[config.mk]
export PLATFORM = sky130hd
export DESIGN_NAME = ir_timing_packet_decoder
export DESIGN_NICKNAME = d
export VERILOG_FILES = /design/src/design/irtpd_pkg.sv /design/src/design/ir_timing_packet_decoder.sv
export SDC_FILE = /design/constraint.sdc
export NUM_CORES = 1
export LEC_CHECK = 0
export BUFFER_PORTS_ARGS = -buffer_cell sky130_fd_sc_hd__buf_2
export CAP_MARGIN = 10
export CORE_UTILIZATION = 39
export DETAILED_ROUTE_END_ITERATION = 12
export GPL_TIMING_DRIVEN = 0
export HOLD_SLACK_MARGIN = 0.03
export SYNTH_ARGS = -nofsm -noshare
export SYNTH_HDL_FRONTEND = slang
export SYNTH_SLANG_ARGS = --single-unit
[constraint.sdc]
create_clock -name clock -period 6.3 [get_ports clock]
set_clock_uncertainty 0.05 [all_clocks]
set_input_delay 1.26 -clock clock [delete_from_list [all_inputs] [get_ports clock]]
set_output_delay 1.26 -clock clock [all_outputs]
set_load 0.01 [all_outputs]
[src/design/irtpd_pkg.sv]
package irtpd_pkg;

   localparam int unsigned DATA_BITS        = 8;
   localparam int unsigned LENGTH_BITS      = 14;
   localparam int unsigned DURATION_BITS    = 24;
   localparam int unsigned TICK_BITS        = 32;
   localparam int unsigned PERIOD_BITS      = 10;
   localparam int unsigned MAX_PACKET_BYTES = 8192;

   localparam logic [PERIOD_BITS-1:0] PERIOD_RESET  = PERIOD_BITS'(61);
   localparam logic [DATA_BITS-1:0]   SPACE_BIT_MASK = DATA_BITS'(8'h80);
   localparam logic [14:0]            WORD_TICK_MASK = 15'h7FFF;
   localparam logic [LENGTH_BITS-1:0] EXT_BYTES      = LENGTH_BITS'(4);

   typedef struct packed {
      logic [DATA_BITS-1:0]   data_byte;
      logic                   first_of_packet;
      logic [LENGTH_BITS-1:0] packet_length;
   } req_payload_type;

   typedef struct packed {
      logic                     is_pulse;
      logic [DURATION_BITS-1:0] duration;
   } rsp_payload_type;

endpackage

[src/design/ir_timing_packet_decoder.sv]
// ir timing packet decoder
// req_ channel: one packet byte per transfer, tagged with first_of_packet and the
//   packet's length, clamped and rounded down to even inside. csr_ channel:
//   tick_period_us, always ready, to be written only while the block is idle.
// rsp_ channel: one pulse/space interval for each completed 16-bit word or 4-byte
//   extended duration, duration = ticks * tick_period_us saturated to 24 bits.
// one byte is taken per cycle while req_stall is low. the byte that completes an
//   interval is decoded in the accept cycle, its tick count is registered in the
//   mid stage, then the multiply and saturate stage loads the rsp register.
// the decode state advances at the input register; the multiply stage and the
//   result register each hold one item, so bytes keep flowing while a result
//   waits. when rsp_stall stays high and both stages are full, req_stall rises.
// reset (synchronous, active high) clears the decode state, empties both stages
//   and sets tick_period_us to 61.
module ir_timing_packet_decoder (
   input  logic                                clock,
   input  logic                                reset,
   input  logic                                req_valid,
   output logic                                req_stall,
   input  irtpd_pkg::req_payload_type          req_payload,
   output logic                                rsp_valid,
   input  logic                                rsp_stall,
   output irtpd_pkg::rsp_payload_type          rsp_payload,
   input  logic                                csr_valid,
   output logic                                csr_ready,
   input  logic [irtpd_pkg::PERIOD_BITS-1:0]   csr_data
);

   localparam int unsigned LW     = irtpd_pkg::LENGTH_BITS;
   localparam int unsigned DW     = irtpd_pkg::DATA_BITS;
   localparam int unsigned TW     = irtpd_pkg::TICK_BITS;
   localparam int unsigned OW     = irtpd_pkg::DURATION_BITS;
   localparam int unsigned PROD_W = irtpd_pkg::TICK_BITS + irtpd_pkg::PERIOD_BITS;

   typedef enum logic [2:0] {
      PHASE_LOW,
      PHASE_HIGH,
      PHASE_EXT0,
      PHASE_EXT1,
      PHASE_EXT2,
      PHASE_EXT3
   } phase_type;

   phase_type                         phase_ff, phase_in;
   logic [LW-1:0]                     pos_ff, pos_in;
   logic [DW-1:0]                     low_ff, low_in;
   logic [TW-1:0]                     acc_ff, acc_in;
   logic                              pend_ff, pend_in;
   logic                              skip_ff, skip_in;
   logic [irtpd_pkg::PERIOD_BITS-1:0] period_ff;

   logic                              mid_valid_ff;
   logic                              mid_pulse_ff;
   logic [TW-1:0]                     mid_ticks_ff;
   logic                              out_valid_ff;
   irtpd_pkg::rsp_payload_type        out_ff, out_in;

   logic                              accept;
   logic                              out_load;
   logic                              mid_load;
   logic [LW-1:0]                     len;
   logic                              res_valid;
   logic                              res_pulse;
   logic [TW-1:0]                     res_ticks;
   logic [14:0]                       word_ticks;
   logic [PROD_W-1:0]                 product;

   assign out_load  = !out_valid_ff || !rsp_stall;
   assign mid_load  = !mid_valid_ff || out_load;
   assign req_stall = !mid_load;
   assign accept    = req_valid && mid_load;
   assign csr_ready = 1'b1;

   // clamp to the largest packet, then drop the odd trailing byte
   always_comb begin
      if (req_payload.packet_length > LW'(irtpd_pkg::MAX_PACKET_BYTES)) begin
         len = LW'(irtpd_pkg::MAX_PACKET_BYTES);
      end else begin
         len = req_payload.packet_length;
      end
      len[0] = 1'b0;
   end

   assign word_ticks = 15'({req_payload.data_byte, low_ff}) & irtpd_pkg::WORD_TICK_MASK;

   always_comb begin
      logic go;
      go        = 1'b1;
      phase_in  = phase_ff;
      pos_in    = pos_ff;
      low_in    = low_ff;
      acc_in    = acc_ff;
      pend_in   = pend_ff;
      skip_in   = skip_ff;
      res_valid = 1'b0;
      res_pulse = 1'b0;
      res_ticks = '0;
      if (accept) begin
         if (req_payload.first_of_packet) begin
            if (skip_ff) begin
               skip_in = 1'b0;
               // follow-up packet too short to hold the deferred value
               if (len < irtpd_pkg::EXT_BYTES) begin
                  phase_in = PHASE_LOW;
                  pend_in  = 1'b0;
                  acc_in   = '0;
               end
            end else if (phase_ff != PHASE_LOW) begin
               phase_in = PHASE_LOW;
               pend_in  = 1'b0;
               acc_in   = '0;
            end
            pos_in = '0;
         end else if (skip_ff) begin
            go = 1'b0;
         end
         if (go && pos_in < len) begin
            pos_in = pos_in + LW'(1);
            case (phase_in)
               PHASE_LOW: begin
                  low_in   = req_payload.data_byte;
                  phase_in = PHASE_HIGH;
               end
               PHASE_HIGH: begin
                  if (word_ticks != '0) begin
                     phase_in  = PHASE_LOW;
                     res_valid = 1'b1;
                     res_pulse = (req_payload.data_byte & irtpd_pkg::SPACE_BIT_MASK) == '0;
                     res_ticks = TW'(word_ticks);
                  end else begin
                     pend_in  = (req_payload.data_byte & irtpd_pkg::SPACE_BIT_MASK) == '0;
                     acc_in   = '0;
                     phase_in = PHASE_EXT0;
                     // extended value does not fit: it comes from the next packet
                     if (len - pos_in < irtpd_pkg::EXT_BYTES) begin
                        skip_in = 1'b1;
                     end
                  end
               end
               PHASE_EXT0: begin
                  acc_in[7:0] = acc_in[7:0] | req_payload.data_byte;
                  phase_in    = PHASE_EXT1;
               end
               PHASE_EXT1: begin
                  acc_in[15:8] = acc_in[15:8] | req_payload.data_byte;
                  phase_in     = PHASE_EXT2;
               end
               PHASE_EXT2: begin
                  acc_in[23:16] = acc_in[23:16] | req_payload.data_byte;
                  phase_in      = PHASE_EXT3;
               end
               PHASE_EXT3: begin
                  acc_in[31:24] = acc_in[31:24] | req_payload.data_byte;
                  phase_in      = PHASE_LOW;
                  res_valid     = 1'b1;
                  res_pulse     = pend_in;
                  res_ticks     = acc_in;
                  pend_in       = 1'b0;
               end
               default: begin
                  phase_in = PHASE_LOW;
               end
            endcase
         end
      end
   end

   assign product = PROD_W'(mid_ticks_ff) * PROD_W'(period_ff);

   always_comb begin
      out_in.is_pulse = mid_pulse_ff;
      if (product[PROD_W-1:OW] != '0) begin
         out_in.duration = '1;
      end else begin
         out_in.duration = product[OW-1:0];
      end
   end

   always_ff @(posedge clock) begin
      if (reset) begin
         phase_ff     <= PHASE_LOW;
         pos_ff       <= '0;
         low_ff       <= '0;
         acc_ff       <= '0;
         pend_ff      <= 1'b0;
         skip_ff      <= 1'b0;
         period_ff    <= irtpd_pkg::PERIOD_RESET;
         mid_valid_ff <= 1'b0;
         out_valid_ff <= 1'b0;
      end else begin
         phase_ff <= phase_in;
         pos_ff   <= pos_in;
         low_ff   <= low_in;
         acc_ff   <= acc_in;
         pend_ff  <= pend_in;
         skip_ff  <= skip_in;
         if (csr_valid && csr_ready) begin
            period_ff <= csr_data;
         end
         if (mid_load) begin
            mid_valid_ff <= res_valid;
         end
         if (out_load) begin
            out_valid_ff <= mid_valid_ff;
         end
      end
   end

   always_ff @(posedge clock) begin
      if (mid_load) begin
         mid_pulse_ff <= res_pulse;
         mid_ticks_ff <= res_ticks;
      end
      if (out_load && mid_valid_ff) begin
         out_ff <= out_in;
      end
   end

   assign rsp_valid   = out_valid_ff;
   assign rsp_payload = out_ff;

endmodule
Word level (Yosys, flattened, before mapping)
Index checks and enable logic that the tools add are counted.

Add/subtract/negate cells: 2. Multipliers: 1. Order comparisons: 4. Equality and inequality tests: 5. Mux-type cells: 46. Bitwise gates (word level): 4. Reductions and logical operators: 16.

Operator list (number): 2-to-1 mux 32 bit (7); case mux 32 bit (2 select lines) (1); case mux 8 bit (2 select lines) (4); 2-to-1 mux 14 bit (4); multiplier 32 x 10 -> 42 bit (1); bitwise OR 8 bit (4); less-than comparator 14 x 3 -> 1 bit, second input constant (2); 2-to-1 mux 1 bit (18); 2-to-1 mux 3 bit (6); nonzero test 18 bit (1); 2-to-1 mux 15 bit (1); case mux 3 bit (5 select lines) (1); nonzero test 15 bit (1); adder 14 x 1 -> 14 bit, second input constant (1); > comparator 14 bit, second input constant (1); less-than comparator 14 bit (1); subtractor 14 bit (1); zero test 8 bit (1); == test 3 x 2 -> 1 bit, second input constant (2); == test 3 bit, second input constant (2); case mux 1 bit (2 select lines) (3); zero test 1 bit (4); == test 3 x 1 -> 1 bit, second input constant (1); logical AND 1 bit (3); 6 further kinds (7).

Register bits after elaboration: 129. Input bits: 38. Output and inout bits: 28.

Logic depth before layout (Yosys ltp)
Depth in word-level cells: 12. Depth in mapped cells: 23. Gate-level depth less buffers: 19.

Worst setup path before layout
No wires, ideal clock.

Path kind: reg2reg. Start point: reg period_ff[1] in the netlist's numbering. End point: reg out_ff (netlist bit rsp_payload[12]) (data pin). Setup time: 0.266 ns. Data arrival time: 5.769 ns. Path slack: 0.216 ns. Stages on the path, launching flop included: 23. Path buffers: 3. Cell sequence: dfxtp_1 -> clkbuf_1 -> nand2_1 -> fa_1 -> inv_1 -> fa_1 -> fa_1 -> fa_1 -> inv_1 -> fa_1 -> inv_1 -> ha_1 -> buf_2 -> a21oi_1 -> o21ba_2 -> nor3_1 -> or4_1 -> nor4_1 -> o2111ai_1 -> nor4_1 -> and4_1 -> buf_4 -> or3b_1.

Word-level cells in the longest chain between the ends: 2.

Ends and longest elaborated chain: start, declared (RTL line ir_timing_packet_decoder.sv:50) `logic [irtpd_pkg::PERIOD_BITS-1:0] period_ff;`; start signal, assigned (RTL line ir_timing_packet_decoder.sv:187) `period_ff <= irtpd_pkg::PERIOD_RESET;`; start signal, assigned (RTL line ir_timing_packet_decoder.sv:198) `period_ff <= csr_data;`; multiplier 32 x 10 -> 42 bit * (RTL line ir_timing_packet_decoder.sv:168) `assign product = PROD_W'(mid_ticks_ff) * PROD_W'(period_ff);`; nonzero test 18 bit (RTL line ir_timing_packet_decoder.sv:172) `if (product[PROD_W-1:OW] != '0) begin`; end signal, assigned (RTL line ir_timing_packet_decoder.sv:215) `out_ff <= out_in;`; end, declared (RTL line ir_timing_packet_decoder.sv:56) `irtpd_pkg::rsp_payload_type out_ff, out_in;`.

Mark *: on every way between the ends. The rest lies on a longest branch, timed or not. A chain may end at the register's enable or synchronous reset.

Worst setup path after layout
Start point: reg mid_ticks_ff[2]. End point: reg out_ff (netlist bit rsp_payload[12]) (data pin).

Word-level cells in the longest chain between the ends: 2.

Ends and longest elaborated chain: start, declared (RTL line ir_timing_packet_decoder.sv:54) `logic [TW-1:0] mid_ticks_ff;`; start signal, assigned (RTL line ir_timing_packet_decoder.sv:212) `mid_ticks_ff <= res_ticks;`; multiplier 32 x 10 -> 42 bit * (RTL line ir_timing_packet_decoder.sv:168); nonzero test 18 bit (RTL line ir_timing_packet_decoder.sv:172).

Marks and branches as above.

==> metrics.txt <==
Final Cycle Share 99.9%; Placer Congestion 0.915; total design power 2.17 mW; routed len/inst 18.5 um; commonest cells after routing, fill and taps aside nand2_1, fa_1, inv_1, and2_1, buf_4; most common cell after layout, fill and taps aside nand2_1; fmax 0.159 GHz; CTS tree done; Placeable Area 42,000 sq um; Arrival @ worst endpoint 6.43 ns; register area share after synthesis 19.0%; Num CTS Buffers 17; H-tree levels 4; footprint of the multi-input gates 12,900 sq um; mean area per synthesized cell 8.93 sq um; CTS Hold Bufs 0; initial drt markers 827; initial core utilization 39.6%; register area 3190 sq um; final WL 48.0 mm; IO Pins 66; first-pass GRT wire length 76.9 mm; Synth Net Count 2,242; ys async rst share 0%; fin cells 2,592; Max VDD drop 175 uV; deepest clock path buffer count 2; NetSw 636 uW; placement row count 75; critical path required time 6.43 ns; Post-Place Setup Slack -1.03 ns; # setup viols final 0; die width 209 um; fin util 48.2%; total gr overflow 0; detailed-route via count 14,014; Antenna Cells 0; Skew-Pair Late Insertion Delay 0.44 ns; synth warn 0; Post-synth EDFFs 58; Hold Vio Cnt, Final 0; #FFs+latches synth 129; ratio of cells with drive above 1 in the final layout 20.0%; PD cells 107 nW/um^2; worst min-delay path class flip-flop to flip-flop; count of port buffers added during placement 57; share of total power in the clock network 44.3%; nets 2,418; hold_ws 0.371 ns; status completed; unrepaired setup endpoints after global routing yes; Pint 1.53 mW; Worst-Margin Slew 0.948 ns; Clock transition at path regs 0.07 ns; Root Driver clkbuf_16; fillers 3,944; Main synth FF type dfxtp_1; via/cell ratio 5.41; post-route setup slack 0.00461 ns; vias in the first global route 14,472; Yosys cell types 77; DRC Markers 0; Max Cap Violations 0; Placed Cells 2,461; Area Overhead vs Synth 21.8%; Max-slew headroom 36.3%; max-slew violations 0; largest net degree at the start of global routing 38; Synth Instances 1,864; net switching fraction of the power 29.3%; Antenna Violating Nets Remaining 0; Gate power share 14.2%; initial antenna violation count 2; CTS sink cnt 129; sequential share of power 41.5%; Crit Path Category flip-flop to flip-flop; Final min period 6.30 ns; CP Max Fanout 7; P_leak 9.20 nW; post-DP HPWL 36.4 mm; Worst setup EP type flip-flop; critical path launch point type flip-flop; GR Util All Layers 22.4%; die area 43,500 sq um; drt first pass iters 5; post-synthesis cell area 16,600 sq um; die span in y 209 um
==> metal layers <==
| metal | wire length (um) | global-route usage (%) | vias to the layer above | share of wire, % |
|---|---|---|---|---|
| met1 | 20500 | 28.5 | 6935 | 43 |
| met4 | 1500 | 7.56 | 4 | 3.1 |
| met5 | 30 | 0 | - | 0.063 |
| li1 | - | - | 6513 | - |
| met3 | 2540 | 3.65 | 107 | 5.3 |
| met2 | 23400 | 38.7 | 455 | 49 |
==> area by class of cell <==
cell class                      count  share of cell area, %
Multi-Input combinational cell   1416                   63.8
Sequential cell                   129                   15.7
Timing Repair Buffer              197                   7.08
Inverter                          203                   3.76
Buffer                             76                   3.50
Tap cell                          539                   3.32
Clock buffer                       17                   2.10
Clock inverter                     15                  0.679
==> synth_stat cells (14+ instances only) <==
master / number / share of area, %
nor2b_1: 23 / 0.86
and2_1: 181 / 6.8
a22oi_1: 16 / 0.72
a22o_1: 32 / 1.7
nor2_1: 105 / 2.4
and3_1: 25 / 0.94
edfxtp_1: 58 / 10
nand4_1: 19 / 0.71
buf_2: 19 / 0.57
ha_1: 102 / 7.7
inv_1: 202 / 4.6
a21o_1: 17 / 0.77
xor2_1: 14 / 0.74
fa_1: 238 / 29
a21oi_1: 96 / 2.9
nand3_1: 23 / 0.69
o21ai_0: 55 / 1.7
dfxtp_1: 71 / 8.5
xnor2_1: 27 / 1.4
mux2i_1: 23 / 1.4
clkbuf_1: 84 / 1.9
nand2_1: 238 / 5.4
==> stage by stage <==
step / cell area, sq um / setup TNS [ns]
2_1_floorplan: 16600 / 0
3_3_place_gp: 17600 / -24.57
3_5_place_dp: 17600 / -23.77
4_1_cts: 19500 / 0
5_1_grt: 20300 / -0.938
6_report: 20300 / 0
==> critical path, cell delays in order (launching register included) <==
cell,delay (ns)
edfxtp_1,0.53
and2_1,0.24
fa_1,0.53
fa_1,0.46
fa_1,0.51
fa_1,0.60
fa_1,0.43
ha_1,0.31
buf_6,0.14
and4_4,0.18
and3_4,0.17
a221o_2,0.46
a211oi_4,0.30
o31ai_1,0.11
nor4_1,0.29
and4_1,0.24
buf_6,0.13
or3b_1,0.34
==> repair_timing <==
item | in CTS | in global routing
cloned | 2 | 1
pin swaps | 48 | 55
endpoints found under the setup margin | 24 | 24
hold endpoints to repair | 0 | 0
gates resized for setup | 169 | 137
buffers inserted | 94 | 43
==> kinds of logic (layout without fill, tap and decap cells) <==
family	Yosys count	in the layout	share of synthesized area, %
compound gates	323	323	13.0
other cells	1	1	0.0225
buf+inv	319	508	7.38
flops	129	129	19.0
xor+xnor	41	41	2.16
fa+ha+maj	340	340	36.3
mux	26	26	1.59
simple gates	685	685	20.6
==> state kept, by name, summed over array words and instances, names as in the netlist, 3 cells and up <==
signal and count:
acc_ff 32, mid_ticks_ff 32, rsp_payload 25, pos_ff 14, period_ff 10, low_ff 8
phase_ff 3
==> worst paths after layout <==
path                     end  slack (ns)  cells past startpoint       startpoint
min reg2reg  rsp_payload[24]        0.37                      0     mid_pulse_ff
max          rsp_payload[12]       0.005                     17  mid_ticks_ff[2]
max reg2reg  rsp_payload[12]       0.005                     17  mid_ticks_ff[2]
min          rsp_payload[24]        0.37                      0     mid_pulse_ff
==> power by group through the flow <==
stage	clock [mW]	combinational, mW	sequential (mW)
3_5_place_dp	0	0.248	0.915
4_1_cts	0.977	0.286	0.899
6_report	0.961	0.308	0.899
3_3_place_gp	0	0.243	0.915
2_1_floorplan	0	0.161	0.907
5_1_grt	1.01	0.334	0.900
(Power assumes the default switching activity.)
